===== src/sv/wgic_pkg.sv =====
// ----------------------------------------------------------------------------
// wgic_pkg
// Shared types and constants for the Wi-Fi generation element classifier.
// ----------------------------------------------------------------------------
package wgic_pkg;

    localparam int unsigned BYTE_W = 8;
    localparam int unsigned GEN_W  = 2;

    // Element IDs and HE extension IDs
    localparam logic [BYTE_W-1:0] IE_ID_HT_CAP   = 8'd45;
    localparam logic [BYTE_W-1:0] IE_ID_HT_OPER  = 8'd61;
    localparam logic [BYTE_W-1:0] IE_ID_VHT_OPER = 8'd192;
    localparam logic [BYTE_W-1:0] IE_ID_VHT_CAP  = 8'd191;
    localparam logic [BYTE_W-1:0] IE_ID_EXT      = 8'd255;
    localparam logic [BYTE_W-1:0] IE_EXT_HE_CAP  = 8'd35;
    localparam logic [BYTE_W-1:0] IE_EXT_HE_OPER = 8'd36;

    typedef enum logic [1:0] {
        PH_ID   = 2'd0,
        PH_LEN  = 2'd1,
        PH_BODY = 2'd2,
        PH_EXT  = 2'd3
    } t_phase;

    typedef enum logic [1:0] {
        KIND_NONE = 2'd0,
        KIND_HT   = 2'd1,
        KIND_VHT  = 2'd2,
        KIND_HE   = 2'd3
    } t_kind;

    typedef enum logic [GEN_W-1:0] {
        GEN_LEGACY = 2'd0,
        GEN_HT     = 2'd1,
        GEN_VHT    = 2'd2,
        GEN_HE     = 2'd3
    } t_gen;

endpackage


===== src/sv/wgic_if.sv =====
// ----------------------------------------------------------------------------
// wgic_if
// Valid/ready channels: element byte stream in, generation code out.
// ----------------------------------------------------------------------------
interface wgic_in_if import wgic_pkg::*; ();
    logic              valid;
    logic              ready;
    logic [BYTE_W-1:0] ie_byte;
    logic              last;
    logic              end_only;

    modport source (output valid, ie_byte, last, end_only, input ready);
    modport sink   (input valid, ie_byte, last, end_only, output ready);
endinterface

interface wgic_out_if import wgic_pkg::*; ();
    logic             valid;
    logic             ready;
    logic [GEN_W-1:0] generation;

    modport source (output valid, generation, input ready);
    modport sink   (input valid, generation, output ready);
endinterface


===== src/sv/wifi_generation_ie_classifier.sv =====
// ----------------------------------------------------------------------------
// wifi_generation_ie_classifier
// Walks a frame's information-element list and reports its Wi-Fi generation.
// ----------------------------------------------------------------------------
// Usage:
//   i_item carries one byte of the element list per item, with last marking
//   the final byte of the frame. An item with end_only set carries no byte
//   and only closes the frame (empty or null frame).
//   o_result carries one generation code per frame: 3 HE, 2 VHT, 1 HT,
//   0 legacy. Items that do not close a frame produce no result.
// Timing:
//   One item per cycle sustained while no held result blocks a closing item.
//   An item is held in the input register, where the element walker updates
//   its state; a frame close loads the result register.
// Reset:
//   i_rst_n low clears both registers' valid bits, the walker state and the
//   sticky flags. Each frame close also returns the walker to that state.
// Stall:
//   A held result blocks only the next closing item; bytes inside a frame
//   keep flowing. While the input register holds a blocked item, i_item
//   ready drops.
// ----------------------------------------------------------------------------
module wifi_generation_ie_classifier import wgic_pkg::*; (
    input  logic       i_clk,
    input  logic       i_rst_n,
    wgic_in_if.sink    i_item,
    wgic_out_if.source o_result
);

    // Input register
    logic              r_in_valid;
    logic [BYTE_W-1:0] r_in_byte;
    logic              r_in_last;
    logic              r_in_end_only;

    // Walker state
    t_phase            r_phase,  n_phase;
    logic [BYTE_W-1:0] r_rem,    n_rem;
    logic [BYTE_W-1:0] r_cur_id, n_cur_id;
    t_kind             r_kind,   n_kind;
    logic              r_ht,     n_ht;
    logic              r_vht,    n_vht;
    logic              r_he,     n_he;

    // Result register
    logic              r_out_valid;
    t_gen              r_gen,    n_gen;

    logic close_frame;
    logic commit;
    logic out_free;
    logic advance;

    assign close_frame = r_in_end_only | r_in_last;
    assign out_free    = !r_out_valid || o_result.ready;
    assign advance     = r_in_valid && (!close_frame || out_free);

    assign i_item.ready        = !r_in_valid || advance;
    assign o_result.valid      = r_out_valid;
    assign o_result.generation = r_gen;

    // Element walker
    always_comb begin
        n_phase  = r_phase;
        n_rem    = r_rem;
        n_cur_id = r_cur_id;
        n_kind   = r_kind;
        n_ht     = r_ht;
        n_vht    = r_vht;
        n_he     = r_he;
        commit   = 1'b0;

        if (!r_in_end_only) begin
            unique case (r_phase)
                PH_ID: begin
                    n_cur_id = r_in_byte;
                    n_phase  = PH_LEN;
                end
                PH_LEN: begin
                    if (r_cur_id == IE_ID_HT_CAP || r_cur_id == IE_ID_HT_OPER) begin
                        n_kind = KIND_HT;
                    end else if (r_cur_id == IE_ID_VHT_CAP ||
                                 r_cur_id == IE_ID_VHT_OPER) begin
                        n_kind = KIND_VHT;
                    end else begin
                        n_kind = KIND_NONE;
                    end
                    n_rem = r_in_byte;
                    if (r_in_byte == '0) begin
                        commit = 1'b1;
                    end else begin
                        n_phase = (r_cur_id == IE_ID_EXT) ? PH_EXT : PH_BODY;
                    end
                end
                PH_EXT: begin
                    n_kind = (r_in_byte == IE_EXT_HE_CAP || r_in_byte == IE_EXT_HE_OPER)
                           ? KIND_HE : KIND_NONE;
                    n_rem  = r_rem - 1'b1;
                    if (n_rem == '0) begin
                        commit = 1'b1;
                    end else begin
                        n_phase = PH_BODY;
                    end
                end
                PH_BODY: begin
                    if (r_rem != '0) begin
                        n_rem = r_rem - 1'b1;
                    end
                    if (n_rem == '0) begin
                        commit = 1'b1;
                    end
                end
                default: begin
                    n_phase = PH_ID;
                end
            endcase
        end

        // Element complete: latch its flag and expect the next ID
        if (commit) begin
            unique case (n_kind)
                KIND_HT:   n_ht  = 1'b1;
                KIND_VHT:  n_vht = 1'b1;
                KIND_HE:   n_he  = 1'b1;
                KIND_NONE: ;
                default:   ;
            endcase
            n_kind  = KIND_NONE;
            n_phase = PH_ID;
        end

        priority if (n_he) begin
            n_gen = GEN_HE;
        end else if (n_vht) begin
            n_gen = GEN_VHT;
        end else if (n_ht) begin
            n_gen = GEN_HT;
        end else begin
            n_gen = GEN_LEGACY;
        end
    end

    // Input register
    always_ff @(posedge i_clk) begin
        if (!i_rst_n) begin
            r_in_valid <= 1'b0;
        end else if (i_item.ready) begin
            r_in_valid <= i_item.valid;
        end
    end

    always_ff @(posedge i_clk) begin
        if (i_item.valid && i_item.ready) begin
            r_in_byte     <= i_item.ie_byte;
            r_in_last     <= i_item.last;
            r_in_end_only <= i_item.end_only;
        end
    end

    // Walker state: back to idle on frame close
    always_ff @(posedge i_clk) begin
        if (!i_rst_n) begin
            r_phase  <= PH_ID;
            r_rem    <= '0;
            r_cur_id <= '0;
            r_kind   <= KIND_NONE;
            r_ht     <= 1'b0;
            r_vht    <= 1'b0;
            r_he     <= 1'b0;
        end else if (advance) begin
            if (close_frame) begin
                r_phase  <= PH_ID;
                r_rem    <= '0;
                r_cur_id <= '0;
                r_kind   <= KIND_NONE;
                r_ht     <= 1'b0;
                r_vht    <= 1'b0;
                r_he     <= 1'b0;
            end else begin
                r_phase  <= n_phase;
                r_rem    <= n_rem;
                r_cur_id <= n_cur_id;
                r_kind   <= n_kind;
                r_ht     <= n_ht;
                r_vht    <= n_vht;
                r_he     <= n_he;
            end
        end
    end

    // Result register
    always_ff @(posedge i_clk) begin
        if (!i_rst_n) begin
            r_out_valid <= 1'b0;
        end else if (advance && close_frame) begin
            r_out_valid <= 1'b1;
        end else if (o_result.ready) begin
            r_out_valid <= 1'b0;
        end
    end

    always_ff @(posedge i_clk) begin
        if (advance && close_frame) begin
            r_gen <= n_gen;
        end
    end

endmodule

===== src/flat_wrapper.sv =====
// flat-port wrapper written by rule: the top's interface ports become plain ports
module wifi_generation_ie_classifier_flat import wgic_pkg::*;
  (i_clk, i_rst_n, i_item_valid, i_item_ie_byte, i_item_last, i_item_end_only, i_item_ready, o_result_valid, o_result_generation, o_result_ready);
  wgic_in_if i_item_i ();
  wgic_out_if o_result_i ();
  input  logic i_clk;
  input  logic i_rst_n;
  input wire logic [$bits(i_item_i.valid)-1:0] i_item_valid;
  input wire logic [$bits(i_item_i.ie_byte)-1:0] i_item_ie_byte;
  input wire logic [$bits(i_item_i.last)-1:0] i_item_last;
  input wire logic [$bits(i_item_i.end_only)-1:0] i_item_end_only;
  output wire logic [$bits(i_item_i.ready)-1:0] i_item_ready;
  output wire logic [$bits(o_result_i.valid)-1:0] o_result_valid;
  output wire logic [$bits(o_result_i.generation)-1:0] o_result_generation;
  input wire logic [$bits(o_result_i.ready)-1:0] o_result_ready;
  assign i_item_i.valid = i_item_valid;
  assign i_item_i.ie_byte = i_item_ie_byte;
  assign i_item_i.last = i_item_last;
  assign i_item_i.end_only = i_item_end_only;
  assign i_item_ready = i_item_i.ready;
  assign o_result_valid = o_result_i.valid;
  assign o_result_generation = o_result_i.generation;
  assign o_result_i.ready = o_result_ready;
  wifi_generation_ie_classifier u_core (.i_clk(i_clk), .i_rst_n(i_rst_n), .i_item(i_item_i), .o_result(o_result_i));
endmodule

===== config.mk =====
export PLATFORM = sky130hd
export DESIGN_NAME = wifi_generation_ie_classifier_flat
export DESIGN_NICKNAME = d
export VERILOG_FILES = /design/src/sv/wgic_pkg.sv /design/src/sv/wgic_if.sv /design/src/sv/wifi_generation_ie_classifier.sv /design/src/flat_wrapper.sv
export SDC_FILE = /design/constraint.sdc
export NUM_CORES = 1
export LEC_CHECK = 0
export ABC_AREA = 1
export BUFFER_PORTS_ARGS = -buffer_cell sky130_fd_sc_hd__buf_2
export CAP_MARGIN = 25
export CORE_ASPECT_RATIO = 2
export CORE_MARGIN = 8
export CORE_UTILIZATION = 45
export DETAILED_ROUTE_END_ITERATION = 12
export GPL_ROUTABILITY_DRIVEN = 0
export PLACE_DENSITY = 0.61
export SETUP_SLACK_MARGIN = 0.4
export SLEW_MARGIN = 20
export SYNTH_ARGS = -nofsm -noshare
export SYNTH_HDL_FRONTEND = slang
export SYNTH_SLANG_ARGS = --single-unit

===== constraint.sdc =====
create_clock -name i_clk -period 2.8 [get_ports i_clk]
set_clock_uncertainty 0.2 [all_clocks]
set_input_delay 0.14 -clock i_clk [delete_from_list [all_inputs] [get_ports i_clk]]
set_output_delay 0.14 -clock i_clk [all_outputs]
set_load 0.1 [all_outputs]

==> impl_metrics.tcl <==
set metrics [dict create \
    cts_buffer_depth 2 \
    netlist_instances 275 \
    cts.sinks 37 \
    place_hpwl_um 3940 \
    rsz0062_at_grt "false" \
    nNetsFinal 327 \
    power.switching_mw 0.336 \
    maxCapViolCount 0 \
    synthesis.nets 291 \
    hp-class "reg2reg" \
    min_period_over_period 0.810 \
    cts_tree "yes" \
    syn_area_per_cell_um2 7.39 \
    viasPerCell 5.13 \
    p_seq_frac 0.516 \
    portBuffers 17 \
    seqCellArea_um2 865 \
    rr_endpoint "u_core.o_result.generation[0]" \
    fmax_mhz 441 \
    ant_nets 0 \
    pwr_density_cell_nw_per_um2 477 \
    ys.flop_type "dfxtp_1" \
    r2r_cells 14 \
    pwr-share-clk 0.317 \
    vias 1877 \
    grt_pass1_vias 1892 \
    synth-seq-cells 37 \
    critPathKind "reg2reg" \
    placed_area_um2 2190 \
    fin_setup_tns_ns 0 \
    worstSetupEndpoint "u_core.o_result.generation[0]" \
    dr.first_iter.drc_count 41 \
    hold_violations 0 \
    slew_headroom 0.631 \
    grt_max_degree 19 \
    internal-power_mw 0.811 \
    min_path_cells 2 \
    track_usage 0.145 \
    ys_async_sr_fraction 0 \
    dieArea_um2 7060 \
    p_leak_nw 1.04 \
    diodes 0 \
    clk_pin_slew_ns 0.07 \
    swShare 0.293 \
    layout_common_cells "78 x nand2_1, 28 x inv_1, 27 x nor2_1, 24 x dfxtp_1, 22 x a21oi_1" \
    grt_pass1_wl_um 8220 \
    endpoint_kind "register" \
    antenna_found_initial 0 \
    wl_um 5040 \
    numCtsBuffers 5 \
    crit_path_start "u_core.r_rem[0]" \
    die_x_um 63.5 \
    drc 0 \
    fin_area_um2 2400 \
    drv_slew 0 \
    power_frac_comb 0.167 \
    core_area_um2 4340 \
    run_status "finished, final reports clean" \
    path_max_fanout 7 \
    io-pin-count 18 \
    required_ns 2.64 \
    initial_core_util 0.469 \
    start_kind "register" \
    wl_per_cell_um 13.8 \
    final_common_cell "nand2_1" \
    overflow 0 \
    r2r_slack_ns 0.53 \
    cp.arrival_ns 2.11 \
    report.final.setup_viol 0 \
    drive_above_1_share 0.186 \
    finalCriticalPeriod_ns 2.27 \
    die_h_um 111 \
    r2r-start "u_core.r_rem[0]" \
    synthesis.area_um2 2030 \
    area_growth_pct 18.3 \
    yosysSeqAreaShare 0.423 \
    synth.distinct_cells 38 \
    synth_edf_count 12 \
    rows 34 \
    clk_latency_ns 0.29 \
    ys_warn_count 0 \
    clock-root-buffer "clkbuf_8" \
    ir_drop_uv 563 \
    fill_cells 463 \
    htreeDepth 2 \
    multi_input_area_um2 1020 \
    cts-resized-gates 0 \
    drtPass1Iterations 4 \
    worstMarginPinSlew_ns 0.550 \
]
==> power groups by stage <==
stage	sequential [mW]	clock (mW)	combinational, mW
2_1_floorplan	0.610	0	0.124
3_3_place_gp	0.604	0	0.178
3_5_place_dp	0.604	0	0.177
4_1_cts	0.592	0.380	0.192
5_1_grt	0.594	0.396	0.212
6_report	0.592	0.364	0.191
==> cells by family after synthesis <==
logic type               Yosys count  synth area share
AO/OA/AOI/OAI                     49             0.143
XOR/XNOR                           1           0.00800
flip-flops                        37             0.423
buffers and inverters             40            0.0763
AND/OR/NAND/NOR                  146             0.337
adder cells (fa/ha/maj)            2            0.0123
==> through the flow <==
step | std cells | util | hold slack, ns | total power [mW] | setup WS, ns
detailed placement | 345 | 0.504 | 0.118 | 0.781 | 0.530
global route | 366 | 0.554 | 0.308 | 1.20 | 0.401
CTS | 366 | 0.554 | 0.287 | 1.16 | 0.513
floorplan | 275 | - | 0.0389 | 0.734 | 0.259
finish | 366 | 0.554 | 0.284 | 1.15 | 0.531
global placement | 345 | 0.504 | 0.116 | 0.782 | 0.565
==> final cells by class <==
cell class                      instances  share of cell area
Multi-Input combinational cell        198               0.423
Sequential cell                        37               0.360
Timing Repair Buffer                   32              0.0957
Inverter                               37              0.0578
Clock buffer                            5              0.0286
Tap cell                               54              0.0281
Clock inverter                          3             0.00728
==> critical path, cell delays in order (launching register included) <==
cell and delay (ns):
dfxtp_1 0.34, inv_2 0.13, ha_1 0.18, inv_1 0.08, nor2_4 0.12, nand3_4 0.11
nor2_8 0.13, inv_2 0.06, nand2_2 0.05, nand3_2 0.07, nor2_2 0.10, nand2_2 0.08
a21oi_2 0.16, a21o_1 0.16, o21ai_1 0.06
==> synth_stat cells, drive strengths merged (2+ instances only) <==
| library cell | instances | area share |
|---|---|---|
| dfxtp | 25 | 0.25 |
| o211ai | 2 | 0.0074 |
| buf | 2 | 0.0062 |
| nor2 | 37 | 0.095 |
| o21ai | 13 | 0.032 |
| and3 | 2 | 0.0062 |
| inv | 36 | 0.066 |
| nand3b | 2 | 0.0074 |
| ha | 2 | 0.012 |
| nand3 | 17 | 0.053 |
| o21bai | 2 | 0.0092 |
| edfxtp | 12 | 0.18 |
| nor3 | 2 | 0.0049 |
| nand4 | 4 | 0.012 |
| nand2 | 82 | 0.16 |
| a21oi | 25 | 0.067 |
==> worst min path at each step <==
| stage | startpoint | endpoint | slack [ns] |
|---|---|---|---|
| 2_1_floorplan | i_item_ie_byte[0] | u_core.r_in_byte[0] | 0.04 |
| 3_3_place_gp | i_item_ie_byte[2] | u_core.r_in_byte[2] | 0.12 |
| 3_5_place_dp | i_item_ie_byte[4] | u_core.r_in_byte[4] | 0.12 |
| 4_1_cts | u_core.r_kind[0] | u_core.r_kind[0] | 0.29 |
| 5_1_grt | u_core.r_kind[1] | u_core.r_kind[1] | 0.31 |
| 6_report | u_core.r_cur_id[3] | u_core.r_cur_id[3] | 0.28 |
==> layer usage <==
layer  global-route usage  up-vias  share of wire
li1                     -      964              -
met1                0.119      864           0.36
met2                0.287       34           0.56
met3               0.0253       15          0.026
met4                0.103        0          0.051
met5                    0        -              0
==> repair_timing <==
item | 4_1_cts | 5_1_grt
setup buffers | 0 | 0
hold endpoints to repair | 16 | 0
hold buffers | 13 | 0
==> state kept, by name, summed over array words and instances (netlist names) <==
register / cells
u_core.r_in_byte: 8
u_core.r_ht: 1
u_core.o_result.generation: 2
u_core.r_phase: 2
u_core.r_he: 1
u_core.r_in_end_only: 1
u_core.r_kind: 2
u_core.r_vht: 1
u_core.r_cur_id: 8
u_core.r_in_last: 1
u_core.r_in_valid: 1
u_core.r_rem: 8
u_core.o_result.valid: 1
Note: power is estimated with default switching activity, not from simulation.
